File: src/hw/rtl/hre_pkg.sv
// ----------------------------------------------------------------------------
// hre_pkg
// Shared types, codes and helpers of the hex record encoder.
// ----------------------------------------------------------------------------
package hre_pkg;

  localparam int unsigned StoreDepth = 32;
  localparam int unsigned StoreAw    = 5;

  localparam logic [7:0] ChColon   = 8'h3A;
  localparam logic [7:0] ChS       = 8'h53;
  localparam logic [7:0] ChOne     = 8'h31;
  localparam logic [7:0] ChSeven   = 8'h37;
  localparam logic [7:0] ChNewline = 8'h0A;

  typedef enum logic [1:0] {
    REQ_DATA  = 2'd0,
    REQ_ADDR  = 2'd1,
    REQ_START = 2'd2,
    REQ_CLOSE = 2'd3
  } req_e;

  typedef enum logic [1:0] {
    REC_DATA  = 2'd0,
    REC_START = 2'd1,
    REC_END   = 2'd2
  } rec_e;

  typedef enum logic [1:0] {
    EMIT_PFX   = 2'd0,
    EMIT_DIGIT = 2'd1,
    EMIT_NL    = 2'd2
  } emit_e;

  typedef enum logic [2:0] {
    ST_IDLE     = 3'd0,
    ST_DISPATCH = 3'd1,
    ST_PFX      = 3'd2,
    ST_BYTE     = 3'd3,
    ST_NL       = 3'd4
  } ctrl_state_e;

  typedef struct packed {
    logic  accept;
    logic  store_byte;
    logic  set_addr;
    logic  rec_start;
    rec_e  rec_kind;
    logic  emit;
    emit_e emit_sel;
  } cmd_t;

  typedef struct packed {
    req_e req;
    logic fmt;
    logic held_zero;
    logic flush_due;
    logic can_adv;
    logic pfx_last;
    logic seq_last;
    logic kind_data;
  } status_t;

  function automatic logic [7:0] hex_char(input logic [3:0] nib);
    logic [7:0] ext;
    ext = {4'h0, nib};
    return (nib < 4'd10) ? (8'h30 + ext) : (8'h37 + ext);
  endfunction

endpackage

File: src/hw/rtl/hre_in_if.sv
// ----------------------------------------------------------------------------
// hre_in_if
// Request channel: request type, data byte and address.
// ----------------------------------------------------------------------------
interface hre_in_if;
  logic        valid;
  logic        ready;
  logic [1:0]  req_type;
  logic [7:0]  data_byte;
  logic [31:0] address;

  modport source (output valid, req_type, data_byte, address, input ready);
  modport sink (input valid, req_type, data_byte, address, output ready);
endinterface

File: src/hw/rtl/hre_out_if.sv
// ----------------------------------------------------------------------------
// hre_out_if
// Text channel: up to eight ASCII characters per transfer.
// ----------------------------------------------------------------------------
interface hre_out_if;
  logic        valid;
  logic        ready;
  logic [63:0] text_chars;
  logic [3:0]  char_count;
  logic        last;

  modport source (output valid, text_chars, char_count, last, input ready);
  modport sink (input valid, text_chars, char_count, last, output ready);
endinterface

File: src/hw/rtl/hre_cfg_if.sv
// ----------------------------------------------------------------------------
// hre_cfg_if
// Configuration write channel for the record format register.
// ----------------------------------------------------------------------------
interface hre_cfg_if;
  logic valid;
  logic ready;
  logic record_format;

  modport source (output valid, record_format, input ready);
  modport sink (input valid, record_format, output ready);
endinterface

File: src/hw/rtl/hre_ctrl.sv
// ----------------------------------------------------------------------------
// hre_ctrl
// Controller: dispatches requests and sequences record lines.
// ----------------------------------------------------------------------------
module hre_ctrl (
  input  logic             clk_i,
  input  logic             rst_ni,
  input  logic             in_valid_i,
  input  hre_pkg::status_t status_i,
  output logic             in_ready_o,
  output hre_pkg::cmd_t    cmd_o
);

  hre_pkg::ctrl_state_e state_q, state_d;
  logic                 flushing_q, flushing_d;

  logic                 disp_rec;
  hre_pkg::rec_e        disp_kind;
  logic                 disp_store;
  logic                 disp_set_addr;

  // Once a flush starts it drains the whole line store.
  always_comb begin
    disp_rec      = 1'b0;
    disp_kind     = hre_pkg::REC_DATA;
    disp_store    = 1'b0;
    disp_set_addr = 1'b0;
    unique case (status_i.req)
      hre_pkg::REQ_DATA: begin
        if (!status_i.held_zero && (status_i.flush_due || flushing_q)) begin
          disp_rec = 1'b1;
        end else begin
          disp_store = 1'b1;
        end
      end
      hre_pkg::REQ_ADDR: begin
        if (status_i.held_zero) disp_set_addr = 1'b1;
        else disp_rec = 1'b1;
      end
      hre_pkg::REQ_START: begin
        disp_rec = 1'b1;
        if (status_i.held_zero) disp_kind = hre_pkg::REC_START;
      end
      hre_pkg::REQ_CLOSE: begin
        if (!status_i.held_zero) begin
          disp_rec = 1'b1;
        end else if (!status_i.fmt) begin
          disp_rec  = 1'b1;
          disp_kind = hre_pkg::REC_END;
        end
      end
      default: ;
    endcase
  end

  always_comb begin
    state_d = state_q;
    unique case (state_q)
      hre_pkg::ST_IDLE: if (in_valid_i) state_d = hre_pkg::ST_DISPATCH;
      hre_pkg::ST_DISPATCH: state_d = disp_rec ? hre_pkg::ST_PFX : hre_pkg::ST_IDLE;
      hre_pkg::ST_PFX: begin
        if (status_i.can_adv && status_i.pfx_last) state_d = hre_pkg::ST_BYTE;
      end
      hre_pkg::ST_BYTE: begin
        if (status_i.can_adv && status_i.seq_last) state_d = hre_pkg::ST_NL;
      end
      hre_pkg::ST_NL: begin
        if (status_i.can_adv) begin
          state_d = status_i.kind_data ? hre_pkg::ST_DISPATCH : hre_pkg::ST_IDLE;
        end
      end
      default: state_d = hre_pkg::ST_IDLE;
    endcase
  end

  always_comb begin
    cmd_o      = '0;
    in_ready_o = 1'b0;
    flushing_d = flushing_q;
    unique case (state_q)
      hre_pkg::ST_IDLE: begin
        in_ready_o   = 1'b1;
        cmd_o.accept = in_valid_i;
        if (in_valid_i) flushing_d = 1'b0;
      end
      hre_pkg::ST_DISPATCH: begin
        cmd_o.rec_start  = disp_rec;
        cmd_o.rec_kind   = disp_kind;
        cmd_o.store_byte = disp_store;
        cmd_o.set_addr   = disp_set_addr;
        if (disp_rec) flushing_d = 1'b1;
      end
      hre_pkg::ST_PFX: begin
        cmd_o.emit     = status_i.can_adv;
        cmd_o.emit_sel = hre_pkg::EMIT_PFX;
      end
      hre_pkg::ST_BYTE: begin
        cmd_o.emit     = status_i.can_adv;
        cmd_o.emit_sel = hre_pkg::EMIT_DIGIT;
      end
      hre_pkg::ST_NL: begin
        cmd_o.emit     = status_i.can_adv;
        cmd_o.emit_sel = hre_pkg::EMIT_NL;
      end
      default: ;
    endcase
  end

  always_ff @(posedge clk_i or negedge rst_ni) begin
    if (!rst_ni) begin
      state_q    <= hre_pkg::ST_IDLE;
      flushing_q <= 1'b0;
    end else begin
      state_q    <= state_d;
      flushing_q <= flushing_d;
    end
  end

endmodule

File: src/hw/rtl/hre_dp.sv
// ----------------------------------------------------------------------------
// hre_dp
// Datapath: line store, address and count registers, character generator
// and chunk assembler with its output register.
// ----------------------------------------------------------------------------
module hre_dp #(
  parameter int unsigned HEX_LINE_BYTES  = 32,
  parameter int unsigned SREC_LINE_BYTES = 32
) (
  input  logic             clk_i,
  input  logic             rst_ni,
  input  hre_pkg::cmd_t    cmd_i,
  output hre_pkg::status_t status_o,
  input  logic [1:0]       req_type_i,
  input  logic [7:0]       data_byte_i,
  input  logic [31:0]      address_i,
  input  logic             cfg_we_i,
  input  logic             cfg_format_i,
  output logic             out_valid_o,
  input  logic             out_ready_i,
  output logic [63:0]      text_chars_o,
  output logic [3:0]       char_count_o,
  output logic             last_o
);

  localparam int unsigned HexLimInt = (HEX_LINE_BYTES < 1) ? 1 :
      ((HEX_LINE_BYTES > hre_pkg::StoreDepth) ? hre_pkg::StoreDepth : HEX_LINE_BYTES);
  localparam int unsigned SrecLimInt = (SREC_LINE_BYTES < 1) ? 1 :
      ((SREC_LINE_BYTES > hre_pkg::StoreDepth) ? hre_pkg::StoreDepth : SREC_LINE_BYTES);
  localparam logic [5:0] HexLim  = 6'(HexLimInt);
  localparam logic [5:0] SrecLim = 6'(SrecLimInt);

  logic                  fmt_q;
  hre_pkg::req_e         req_q;
  logic [7:0]            byte_q;
  logic [31:0]           saddr_q;
  logic [5:0]            held_q;
  logic [15:0]           addr_q;
  logic [5:0]            base_q;

  hre_pkg::rec_e         kind_q;
  logic [5:0]            k_q;
  logic [2:0]            hdr_n_q;
  logic [5:0]            body_n_q;
  logic [5:0]            pos_q, pos_d;
  logic                  nib_q;
  logic                  pfx_q;
  logic [7:0]            sum_q;

  logic [7:0]            store_mem [hre_pkg::StoreDepth];
  logic [7:0]            rdata_q;
  logic [5:0]            rd_sum;

  logic [63:0]           chunk_q;
  logic [3:0]            cnt_q;
  logic                  out_valid_q;
  logic [63:0]           out_data_q;
  logic [3:0]            out_count_q;
  logic                  out_last_q;

  logic [5:0]            lim;
  logic [5:0]            k_new;
  logic [5:0]            end_pos;
  logic [7:0]            cnt_byte;
  logic [7:0]            sum_fin;
  logic [5:0]            body_idx;
  logic [7:0]            hdr_byte;
  logic [7:0]            body_byte;
  logic [7:0]            cur_byte;
  logic [7:0]            pfx_char;
  logic [7:0]            ch;
  logic                  is_nl;
  logic                  line_last;
  logic [63:0]           chunk_new;
  logic [3:0]            cnt_new;
  logic                  can_adv;
  logic                  rec_done;

  assign lim      = fmt_q ? SrecLim : HexLim;
  assign k_new    = (held_q > lim) ? lim : held_q;
  assign end_pos  = {3'b000, hdr_n_q} + body_n_q;
  assign cnt_byte = fmt_q ? ({2'b00, k_q} + 8'd3) : {2'b00, k_q};
  assign sum_fin  = fmt_q ? ~sum_q : (~sum_q + 8'd1);
  assign body_idx = pos_q - {3'b000, hdr_n_q};
  assign can_adv  = !out_valid_q || out_ready_i;
  assign rec_done = cmd_i.emit && (cmd_i.emit_sel == hre_pkg::EMIT_NL);

  always_comb begin
    pos_d = pos_q;
    if (cmd_i.rec_start) begin
      pos_d = '0;
    end else if (cmd_i.emit && (cmd_i.emit_sel == hre_pkg::EMIT_DIGIT) && nib_q) begin
      pos_d = pos_q + 6'd1;
    end
  end

  // The read address is formed from the next position, so the registered
  // data matches the current position.
  assign rd_sum = base_q + pos_d - {3'b000, hdr_n_q};

  always_ff @(posedge clk_i) begin
    if (cmd_i.store_byte) store_mem[held_q[hre_pkg::StoreAw-1:0]] <= byte_q;
    rdata_q <= store_mem[rd_sum[hre_pkg::StoreAw-1:0]];
  end

  always_comb begin
    hdr_byte = 8'h00;
    unique case (kind_q)
      hre_pkg::REC_DATA: begin
        unique case (pos_q[1:0])
          2'd0: hdr_byte = cnt_byte;
          2'd1: hdr_byte = addr_q[15:8];
          2'd2: hdr_byte = addr_q[7:0];
          default: hdr_byte = 8'h00;
        endcase
      end
      hre_pkg::REC_START: begin
        if (fmt_q || (pos_q[1:0] == 2'd3)) hdr_byte = 8'h05;
        else if (pos_q[1:0] == 2'd0) hdr_byte = 8'h04;
      end
      default: hdr_byte = (pos_q[1:0] == 2'd3) ? 8'h01 : 8'h00;
    endcase
  end

  always_comb begin
    if (kind_q == hre_pkg::REC_DATA) begin
      body_byte = rdata_q;
    end else begin
      unique case (body_idx[1:0])
        2'd0: body_byte = saddr_q[31:24];
        2'd1: body_byte = saddr_q[23:16];
        2'd2: body_byte = saddr_q[15:8];
        default: body_byte = saddr_q[7:0];
      endcase
    end
  end

  always_comb begin
    if (pos_q < {3'b000, hdr_n_q}) cur_byte = hdr_byte;
    else if (pos_q < end_pos) cur_byte = body_byte;
    else cur_byte = sum_fin;
  end

  always_comb begin
    if (!fmt_q) pfx_char = hre_pkg::ChColon;
    else if (!pfx_q) pfx_char = hre_pkg::ChS;
    else pfx_char = (kind_q == hre_pkg::REC_DATA) ? hre_pkg::ChOne : hre_pkg::ChSeven;
  end

  always_comb begin
    is_nl = 1'b0;
    unique case (cmd_i.emit_sel)
      hre_pkg::EMIT_PFX: ch = pfx_char;
      hre_pkg::EMIT_DIGIT: ch = hre_pkg::hex_char(nib_q ? cur_byte[3:0] : cur_byte[7:4]);
      default: begin
        ch    = hre_pkg::ChNewline;
        is_nl = 1'b1;
      end
    endcase
  end

  // A line is the last of its request when no further record follows it.
  assign line_last = (kind_q != hre_pkg::REC_DATA) ||
                     ((held_q == k_q) && (req_q != hre_pkg::REQ_START) &&
                      !((req_q == hre_pkg::REQ_CLOSE) && !fmt_q));

  always_comb begin
    chunk_new = chunk_q;
    chunk_new[cnt_q[2:0]*8 +: 8] = ch;
    cnt_new = cnt_q + 4'd1;
  end

  always_ff @(posedge clk_i or negedge rst_ni) begin
    if (!rst_ni) begin
      fmt_q       <= 1'b0;
      held_q      <= '0;
      addr_q      <= '0;
      base_q      <= '0;
      cnt_q       <= '0;
      chunk_q     <= '0;
      out_valid_q <= 1'b0;
    end else begin
      if (cfg_we_i) fmt_q <= cfg_format_i;
      if (cmd_i.store_byte) held_q <= held_q + 6'd1;
      if (cmd_i.set_addr) addr_q <= saddr_q[15:0];
      if (rec_done && (kind_q == hre_pkg::REC_DATA)) begin
        held_q <= held_q - k_q;
        addr_q <= addr_q + {10'd0, k_q};
        base_q <= (held_q == k_q) ? 6'd0 : (base_q + k_q);
      end
      if (cmd_i.emit) begin
        if ((cnt_new == 4'd8) || is_nl) begin
          chunk_q     <= '0;
          cnt_q       <= '0;
          out_valid_q <= 1'b1;
        end else begin
          chunk_q <= chunk_new;
          cnt_q   <= cnt_new;
          if (out_ready_i) out_valid_q <= 1'b0;
        end
      end else if (out_ready_i) begin
        out_valid_q <= 1'b0;
      end
    end
  end

  always_ff @(posedge clk_i) begin
    if (cmd_i.accept) begin
      req_q   <= hre_pkg::req_e'(req_type_i);
      byte_q  <= data_byte_i;
      saddr_q <= address_i;
    end
    if (cmd_i.rec_start) begin
      kind_q <= cmd_i.rec_kind;
      unique case (cmd_i.rec_kind)
        hre_pkg::REC_DATA: begin
          k_q      <= k_new;
          hdr_n_q  <= fmt_q ? 3'd3 : 3'd4;
          body_n_q <= k_new;
        end
        hre_pkg::REC_START: begin
          k_q      <= '0;
          hdr_n_q  <= fmt_q ? 3'd1 : 3'd4;
          body_n_q <= 6'd4;
        end
        default: begin
          k_q      <= '0;
          hdr_n_q  <= 3'd4;
          body_n_q <= 6'd0;
        end
      endcase
      nib_q <= 1'b0;
      pfx_q <= 1'b0;
      sum_q <= '0;
    end else if (cmd_i.emit) begin
      if (cmd_i.emit_sel == hre_pkg::EMIT_PFX) pfx_q <= 1'b1;
      if (cmd_i.emit_sel == hre_pkg::EMIT_DIGIT) begin
        nib_q <= !nib_q;
        if (nib_q && (pos_q != end_pos)) sum_q <= sum_q + cur_byte;
      end
    end
    pos_q <= pos_d;
    if (cmd_i.emit && ((cnt_new == 4'd8) || is_nl)) begin
      out_data_q  <= chunk_new;
      out_count_q <= cnt_new;
      out_last_q  <= is_nl && line_last;
    end
  end

  assign status_o.req       = req_q;
  assign status_o.fmt       = fmt_q;
  assign status_o.held_zero = (held_q == 6'd0);
  assign status_o.flush_due = (held_q >= lim);
  assign status_o.can_adv   = can_adv;
  assign status_o.pfx_last  = !fmt_q || pfx_q;
  assign status_o.seq_last  = (pos_q == end_pos) && nib_q;
  assign status_o.kind_data = (kind_q == hre_pkg::REC_DATA);

  assign out_valid_o  = out_valid_q;
  assign text_chars_o = out_data_q;
  assign char_count_o = out_count_q;
  assign last_o       = out_last_q;

endmodule

File: src/hw/rtl/hex_record_encoder_unit.sv
// ----------------------------------------------------------------------------
// hex_record_encoder_unit
// Byte stream to Intel HEX or S-record text lines.
// ----------------------------------------------------------------------------
// A data request that finds the line store below its line length only stores
// its byte. A record is produced one character per cycle, while the output
// register can take it, by the line sequencer after a dispatch state: the
// prefix, the hex digits and a newline. Text leaves in transfers of up to
// eight characters, each line starting a new transfer; the sequencer stalls
// while the output register holds a transfer that waits to be taken. A new
// request is accepted once every line caused by the previous one is formed.
module hex_record_encoder_unit #(
  parameter int unsigned HEX_LINE_BYTES  = 32,
  parameter int unsigned SREC_LINE_BYTES = 32
) (
  input  logic clk_i,
  input  logic rst_ni,
  hre_in_if.sink    in_if,
  hre_out_if.source out_if,
  hre_cfg_if.sink   cfg_if
);

  hre_pkg::cmd_t    cmd;
  hre_pkg::status_t status;

  assign cfg_if.ready = 1'b1;

  hre_ctrl u_ctrl (
    .clk_i      (clk_i),
    .rst_ni     (rst_ni),
    .in_valid_i (in_if.valid),
    .status_i   (status),
    .in_ready_o (in_if.ready),
    .cmd_o      (cmd)
  );

  hre_dp #(
    .HEX_LINE_BYTES  (HEX_LINE_BYTES),
    .SREC_LINE_BYTES (SREC_LINE_BYTES)
  ) u_dp (
    .clk_i        (clk_i),
    .rst_ni       (rst_ni),
    .cmd_i        (cmd),
    .status_o     (status),
    .req_type_i   (in_if.req_type),
    .data_byte_i  (in_if.data_byte),
    .address_i    (in_if.address),
    .cfg_we_i     (cfg_if.valid),
    .cfg_format_i (cfg_if.record_format),
    .out_valid_o  (out_if.valid),
    .out_ready_i  (out_if.ready),
    .text_chars_o (out_if.text_chars),
    .char_count_o (out_if.char_count),
    .last_o       (out_if.last)
  );

  a_data_rec_has_bytes: assert property (@(posedge clk_i) disable iff (!rst_ni)
    (cmd.rec_start && (cmd.rec_kind == hre_pkg::REC_DATA)) |-> !status.held_zero)
    else $error("data record started with an empty line store");

  a_store_below_limit: assert property (@(posedge clk_i) disable iff (!rst_ni)
    cmd.store_byte |-> !status.flush_due)
    else $error("byte stored into a full line");

  a_emit_only_when_free: assert property (@(posedge clk_i) disable iff (!rst_ni)
    cmd.emit |-> status.can_adv)
    else $error("character emitted while the output register is blocked");

  a_count_range: assert property (@(posedge clk_i) disable iff (!rst_ni)
    out_if.valid |-> ((out_if.char_count != 4'd0) && (out_if.char_count <= 4'd8)))
    else $error("chunk character count out of range");

endmodule
File: src/flat_wrapper.sv
// flat-port wrapper written by rule: the top's interface ports become plain ports
module hex_record_encoder_unit_flat 
#(
  parameter int unsigned HEX_LINE_BYTES  = 32,
  parameter int unsigned SREC_LINE_BYTES = 32
)
  (clk_i, rst_ni, in_if_valid, in_if_req_type, in_if_data_byte, in_if_address, in_if_ready, out_if_valid, out_if_text_chars, out_if_char_count, out_if_last, out_if_ready, cfg_if_valid, cfg_if_record_format, cfg_if_ready);
  hre_in_if in_if_i ();
  hre_out_if out_if_i ();
  hre_cfg_if cfg_if_i ();
  input  logic clk_i;
  input  logic rst_ni;
  input wire logic [$bits(in_if_i.valid)-1:0] in_if_valid;
  input wire logic [$bits(in_if_i.req_type)-1:0] in_if_req_type;
  input wire logic [$bits(in_if_i.data_byte)-1:0] in_if_data_byte;
  input wire logic [$bits(in_if_i.address)-1:0] in_if_address;
  output wire logic [$bits(in_if_i.ready)-1:0] in_if_ready;
  output wire logic [$bits(out_if_i.valid)-1:0] out_if_valid;
  output wire logic [$bits(out_if_i.text_chars)-1:0] out_if_text_chars;
  output wire logic [$bits(out_if_i.char_count)-1:0] out_if_char_count;
  output wire logic [$bits(out_if_i.last)-1:0] out_if_last;
  input wire logic [$bits(out_if_i.ready)-1:0] out_if_ready;
  input wire logic [$bits(cfg_if_i.valid)-1:0] cfg_if_valid;
  input wire logic [$bits(cfg_if_i.record_format)-1:0] cfg_if_record_format;
  output wire logic [$bits(cfg_if_i.ready)-1:0] cfg_if_ready;
  assign in_if_i.valid = in_if_valid;
  assign in_if_i.req_type = in_if_req_type;
  assign in_if_i.data_byte = in_if_data_byte;
  assign in_if_i.address = in_if_address;
  assign in_if_ready = in_if_i.ready;
  assign out_if_valid = out_if_i.valid;
  assign out_if_text_chars = out_if_i.text_chars;
  assign out_if_char_count = out_if_i.char_count;
  assign out_if_last = out_if_i.last;
  assign out_if_i.ready = out_if_ready;
  assign cfg_if_i.valid = cfg_if_valid;
  assign cfg_if_i.record_format = cfg_if_record_format;
  assign cfg_if_ready = cfg_if_i.ready;
  hex_record_encoder_unit #(.HEX_LINE_BYTES(HEX_LINE_BYTES), .SREC_LINE_BYTES(SREC_LINE_BYTES)) u_core (.clk_i(clk_i), .rst_ni(rst_ni), .in_if(in_if_i), .out_if(out_if_i), .cfg_if(cfg_if_i));
endmodule
File: config.mk
export PLATFORM = sky130hd
export DESIGN_NAME = hex_record_encoder_unit_flat
export DESIGN_NICKNAME = d
export VERILOG_FILES = /design/src/hw/rtl/hre_pkg.sv /design/src/hw/rtl/hre_in_if.sv /design/src/hw/rtl/hre_out_if.sv /design/src/hw/rtl/hre_cfg_if.sv /design/src/hw/rtl/hre_ctrl.sv /design/src/hw/rtl/hre_dp.sv /design/src/hw/rtl/hex_record_encoder_unit.sv /design/src/flat_wrapper.sv
export SDC_FILE = /design/constraint.sdc
export NUM_CORES = 1
export LEC_CHECK = 0
export ABC_AREA = 1
export CAP_MARGIN = 30
export CORE_MARGIN = 4
export CORE_UTILIZATION = 62
export DETAILED_ROUTE_END_ITERATION = 10
export DONT_BUFFER_PORTS = 1
export PLACE_DENSITY_LB_ADDON = 0.2
export SLEW_MARGIN = 20
export SYNTH_ARGS = -nofsm -noshare
export SYNTH_HDL_FRONTEND = slang
export SYNTH_SLANG_ARGS = --single-unit
File: constraint.sdc
create_clock -name clk_i -period 6.7 [get_ports clk_i]
set_input_delay 0.67 -clock clk_i [delete_from_list [all_inputs] [get_ports clk_i]]
set_output_delay 0.67 -clock clk_i [all_outputs]
set_load 0.005 [all_outputs]
Word-level counts from Yosys, hierarchy flattened
Memory sizes are Yosys's and may differ from the RTL's. A register that Yosys moved wholly into a read port is not among the register bits. Index checks and enable logic that the tools add are counted.

RAM bits: 256. Logic and storage cells: 182. Input port bits: 48. Memories kept: 1. Register bits after elaboration: 246.

Multiplexer cells: 65. Order comparisons: 5. Reductions and logical operators: 43. Bitwise gates (word level): 1. Shifts and indexed selects: 2. $add $sub $neg: 16. Equality and inequality tests: 26.

Memories: u_core.u_dp.store_mem (words 32, width 8, rd ports 1, clocked after Yosys merged registers in 1, write ports 1, RTL line hre_dp.sv:50) `logic [7:0] store_mem [hre_pkg::StoreDepth];`.

Operator list (count): 64-bit bitwise mux (1); 64-bit 2-to-1 mux (1); 8-bit by 34-bit variable shift with 64-bit output (first input constant) (1); 8-bit by 34-bit variable part select with 64-bit output (1); 8-bit case mux with 3 select lines (2); 6-bit 2-to-1 mux (6); 6-bit negator with 34-bit output (1); 16-bit 2-to-1 mux (2); 8-bit 2-to-1 mux (4); 8-bit case mux with 2 select lines (2); 7-bit 2-to-1 mux (4); 3-bit 2-to-1 mux (9); 1-bit 2-to-1 mux (21); 16-bit by 6-bit adder with 16-bit output (1); 3-bit case mux with 5 select lines (1); 6-bit by 4-bit adder with 7-bit output (first input constant) (2); 1-bit logical AND (14); 6-bit by 1-bit adder with 6-bit output (second input constant) (2); 2-bit by 1-bit equality test with 1-bit output (second input constant) (6); 2-bit equality test (second input constant) (6); 6-bit equality test (2); 2-bit zero test (6); 2-bit inequality test (second input constant) (6); 6-bit case mux with 2 select lines (1); 38 further kinds (56).

Depth between registers and ports, before layout
Depth after elaboration: 13. Depth in mapped cells: 28.

Modules after synthesis
Synthesis repeated with hierarchy kept, for this count alone.

Cells, all modules: 2292. Area, all modules: 23520.1 um^2.

Modules (own cells, without submodules): hre_dp (sequential area each 14438.8 um^2, cells each 2234, instances 1, area each 23184.7 um^2); hre_ctrl (sequential area each 100.1 um^2, cells each 56, instances 1, area each 324.1 um^2); hex_record_encoder_unit (sequential area each 0.0 um^2, cells each 2, instances 1, area each 11.3 um^2).

Worst setup path before layout
No wires, ideal clock.

Path type: flip-flop to flip-flop. Start point: reg u_core.u_ctrl.state_q[1]. End point: reg u_core.u_dp.out_count_q[0], in the netlist u_core.u_dp.char_count_o[0] (enable). Path slack: 1856 ps. Required time: 6190 ps. Arrival: 4333 ps. Buffers on the path: 1. Cell stages (with the launch flop): 7. Library setup time: 510 ps. Cells stage by stage: dfrtp_1 -> nor2_1 -> nand2_1 -> nand2_1 -> o21ai_1 -> buf_2 -> nor2_1.

Cells in the longest elaborated chain, start to end: 7. Elaborated cells between the ends (all ways): 10.

Ends and longest elaborated chain: start: declaration (RTL line hre_ctrl.sv:14) `hre_pkg::ctrl_state_e state_q, state_d;`; start signal: assignment (RTL line hre_ctrl.sv:111) `state_q <= hre_pkg::ST_IDLE;`; start signal: assignment (RTL line hre_ctrl.sv:114) `state_q <= state_d;`; 3-bit equality test or 3-bit by 2-bit equality test with 1-bit output (tied branches) (RTL line hre_ctrl.sv:80) `unique case (state_q)`; 3-bit case mux with 3 select lines (*) (RTL line hre_ctrl.sv:80); 2-bit by 1-bit equality test with 1-bit output or 2-bit zero test (tied branches) (RTL line hre_dp.sv:152) `unique case (cmd_i.emit_sel)`; 2-bit OR reduction (no line); 1-bit 2-to-1 mux (RTL line hre_dp.sv:152); 1-bit logical OR (RTL line hre_dp.sv:243) `if (cmd_i.emit && ((cnt_new == 4'd8) || is_nl)) begin`; 1-bit logical AND (*) (RTL line hre_dp.sv:243); end signal: assignment (RTL line hre_dp.sv:245) `out_count_q <= cnt_new;`; end: declaration (RTL line hre_dp.sv:58) `logic [3:0] out_count_q;`.

Mark *: on every way between the ends. The rest lies on a longest branch, timed or not. A chain may end at the register's enable or synchronous reset.

Worst setup path after layout
Start point: reg u_core.u_ctrl.state_q[2]. End point: reg u_core.u_dp.rdata_q[7] (read register of u_core.u_dp.store_mem).

Cells in the longest elaborated chain, start to end: 9. Elaborated cells between the ends (all ways): 13.

Ends and longest elaborated chain: 3-bit equality test or 3-bit by 2-bit equality test with 1-bit output (tied branches) (RTL line hre_ctrl.sv:80); 3-bit case mux with 3 select lines (RTL line hre_ctrl.sv:80); 2-bit by 1-bit equality test with 1-bit output (RTL line hre_dp.sv:92) `end else if (cmd_i.emit && (cmd_i.emit_sel == hre_pkg::EMIT_DIGIT) && nib_q) begin`; 1-bit logical AND (2 in series) (RTL line hre_dp.sv:92); 6-bit 2-to-1 mux (RTL line hre_dp.sv:92); 6-bit 2-to-1 mux (*) (RTL line hre_dp.sv:90) `if (cmd_i.rec_start) begin`; 5-bit adder (*) (RTL line hre_dp.sv:99) `assign rd_sum = base_q + pos_d - {3'b000, hdr_n_q};`; 5-bit by 3-bit subtractor with 5-bit output (*) (RTL line hre_dp.sv:99); end: declaration (RTL line hre_dp.sv:51) `logic [7:0] rdata_q;`.

Marked as above.

==> impl_metrics.ini <==
[run_status]
status = completed

[global_route]
track_usage_pct = 27.2
antenna_found_initial = 0
grt-ovfl-total = 0
grt_max_degree = 129
grt_pass1_wl_um = 87500
grt_pass1_vias = 15400

[clocking]
root_buffer = clkbuf_16
clk_pin_slew_worst_paths_ns = 0.06
post_cts_buffers = 0
numCtsBuffers = 52
cts_tree = yes
clk_latency_ns = 0.60
clock-sinks = 509
h-tree-depth = 2
ctsHoldBuffers = 2
clk_path_buf_depth = 3
cts_resized = 0

[setup_path]
start_kind = flop
crit_fanout = 91
rr_endpoint = u_core.u_dp.rdata_q[7]$_DFF_P_
end_kind = flop
slowest_delay_ns = 1.10
path_class = reg -> reg
r2r_slack_ns = 1.83
crit_family = adder cells
arrival_ns = 5.38
crit_chain = nor3_2 > inv_2 > nor2_2 > inv_2 > nor2_4 > nand2_1 > o21ai_0 > nand2_1 > fa_1 > inv_1 > fa_4 > buf_16 > o21ai_0 > o221ai_1 > nand3_1 > nand2_1 > nor2_1 > a31oi_1
r2r-start = u_core.u_ctrl.state_q[2]$_DFFE_PN0P_
path_common_cell = nand2_1
worstPathRequired_ns = 7.22
cp.buffers_inverters = 4
reg2reg_depth = 18
cp_slowest_cell = fa_4

[min_path]
hold_depth = 0
min-delay-start = in_if_data_byte[0]
hold_class = in -> reg
min_to = u_core.u_dp.byte_q[0]$_DFFE_PP_

[detailed_routing]
wl_per_cell_um = 21.2
antenna_left = 0
drc = 0
post_drt_via_cell_ratio = 6.12
firstDrtPassIters = 6
routed_wl_um = 55200
drt_iter0_drc = 1956
vias = 16000

[timing]
worst_pin_slew_ns = 0.853
max_slew_margin_pct = 42.9
min_period_over_period_pct = 72.6
grt_setup_unrepaired = no
fin_skew_ns = 0.0152
slew_viol_final = 0
finalHoldViolations = 0
fin_tns_setup_ns = 0
setup_viol = 0
fin_crit_ns = 4.87
fmax_mhz = 205

[die]
dieArea_um2 = 40500
rows = 70
start_util_pct = 63.1
top_level_ports = 120
die_w_um = 201
fp.dieH_um = 201
core-area_um2 = 36700

[layout]
drive_above_1_share_pct = 8.50
antenna_cells = 0
multi_input_area_um2 = 7560
final_nets = 2212
area_growth_pct = 9.25
n_fill_cell = 2586
seq_area_um2 = 14500

[synthesis]
ys_warn_count = 0
syn_area_um2 = 23200
syn_inst = 2103
synth-edff-count = 384
ys.flop_type = edfxtp_1
synth_nets = 2216
synth_cell_types = 54
async_flop_share_pct = 19.8
ys_seq_area_share_pct = 62.8
syn_area_per_cell_um2 = 11.0
synth_seq_cells = 509

[run]
maxCapViolCount = 0

[placement]
port_buffers = 0
gp_congestion = 0.930
dp_hpwl_um = 36200
-- routing by layer --
layer / share of wire (%) / GRT usage (%)
met1: 41 / 38.4
met2: 47 / 43.5
met3: 7.8 / 4.83
met4: 3.7 / 9.25
met5: 0 / 0
-- cell type report --
cell class | count | area share (%)
Clock buffer | 63 | 5.39
Clock inverter | 33 | 0.855
Inverter | 197 | 2.94
Multi-Input combinational cell | 1311 | 29.9
Sequential cell | 509 | 57.5
Tap cell | 468 | 2.31
Timing Repair Buffer | 28 | 1.16
-- how the worst max path moves through the flow --
stage / from / to / slack, ns / depth (start not counted)
finish: u_core.u_ctrl.state_q[2]$_DFFE_PN0P_ / u_core.u_dp.rdata_q[7]$_DFF_P_ / 1.83 / 18
detailed placement: u_core.u_ctrl.state_q[2]$_DFFE_PN0P_ / u_core.u_dp.rdata_q[7]$_DFF_P_ / 1.70 / 17
global route: u_core.u_ctrl.state_q[2]$_DFFE_PN0P_ / u_core.u_dp.rdata_q[7]$_DFF_P_ / 1.53 / 18
global placement: u_core.u_ctrl.state_q[2]$_DFFE_PN0P_ / u_core.u_dp.rdata_q[5]$_DFF_P_ / 1.86 / 19
CTS: u_core.u_ctrl.state_q[2]$_DFFE_PN0P_ / u_core.u_dp.rdata_q[7]$_DFF_P_ / 1.63 / 17
floorplan: u_core.u_ctrl.state_q[1]$_DFFE_PN0P_ / u_core.u_dp.char_count_o[0]$_DFFE_PP_ / 1.86 / 6
-- synthesized netlist by cell type (9+ instances only) --
cell type	count	area [µm²]
xor2_1	32	280
nand3_1	125	626
dfrtp_1	101	2530
o21ai_1	9	45.0
o21ai_0	142	711
o221ai_1	65	569
ha_1	56	701
fa_1	9	180
nor2_1	210	788
nand3b_1	10	75.1
a21oi_1	83	415
nand2_1	356	1340
dfxtp_1	24	480
inv_1	179	672
buf_2	15	75.1
edfxtp_1	384	11500
o22ai_1	13	81.3
inv_2	9	33.8
buf_1	10	37.5
nand3_2	11	110
mux2i_1	64	641
nor3_1	13	65.1
a31oi_1	10	62.6
nand4_1	12	75.1
clkbuf_1	55	206
a211oi_1	12	90.1
nand2_2	14	87.6
-- worst reg2reg max path, stage by stage, from the launching register on --
cell	delay (ns)
dfrtp_1	0.44
nor3_2	0.68
inv_2	0.11
nor2_2	0.14
inv_2	0.06
nor2_4	0.14
nand2_1	0.06
o21ai_0	0.07
nand2_1	0.11
fa_1	0.51
inv_1	0.08
fa_4	1.10
buf_16	0.33
o21ai_0	0.23
o221ai_1	0.23
nand3_1	0.15
nand2_1	0.11
nor2_1	0.05
a31oi_1	0.19
-- cell usage in the layout (no fill, tap or decap), types with 16 or more instances in the layout --
cell type	instances
edfxtp_1	384
nand2_1	356
nor2_1	207
inv_1	179
o21ai_0	142
nand3_1	125
dfrtp_1	101
a21oi_1	83
o221ai_1	65
mux2i_1	64
ha_1	55
clkbuf_16	53
xor2_1	31
dfxtp_1	24
buf_4	21
clkinv_1	16
-- logic make-up after synthesis --
family	synth area share, %
compound gates	9.45
xor+xnor	1.59
fa+ha+maj	3.80
buf+inv	4.85
flops	62.8
mux	2.77
other cells	0.0162
simple gates	14.8
-- sequential cells by signal (all words and copies together) (netlist names), 4 cells and up --
name,count
u_core.u_dp.store_mem,256
u_core.u_dp.chunk_q,64
u_core.u_dp.text_chars_o,64
u_core.u_dp.saddr_q,32
u_core.u_dp.addr_q,16
u_core.u_dp.byte_q,8
u_core.u_dp.rdata_q,8
u_core.u_dp.sum_q,8
u_core.u_dp.body_n_q,6
u_core.u_dp.held_q,6
u_core.u_dp.k_q,6
u_core.u_dp.pos_q,6
u_core.u_dp.base_q,5
u_core.u_dp.char_count_o,4
u_core.u_dp.cnt_q,4
-- stage by stage --
stage                     util [%]  hold slack (ns)  setup WS [ns]  std cells  instance area, µm²
after floorplan                  -            0.374           1.86       2103               23200
after detailed placement      64.4            0.378           1.70       2508               23600
after CTS                     68.8            0.129           1.63       2606               25200
final                         69.0            0.162           1.83       2609               25300
after global placement        64.3            0.378           1.86       2505               23600
after global routing          69.0            0.126           1.53       2609               25300
Power is left out: the tool's default activity adds up to more than one toggle a clock period on the data nets, which glitch-free logic cannot reach.
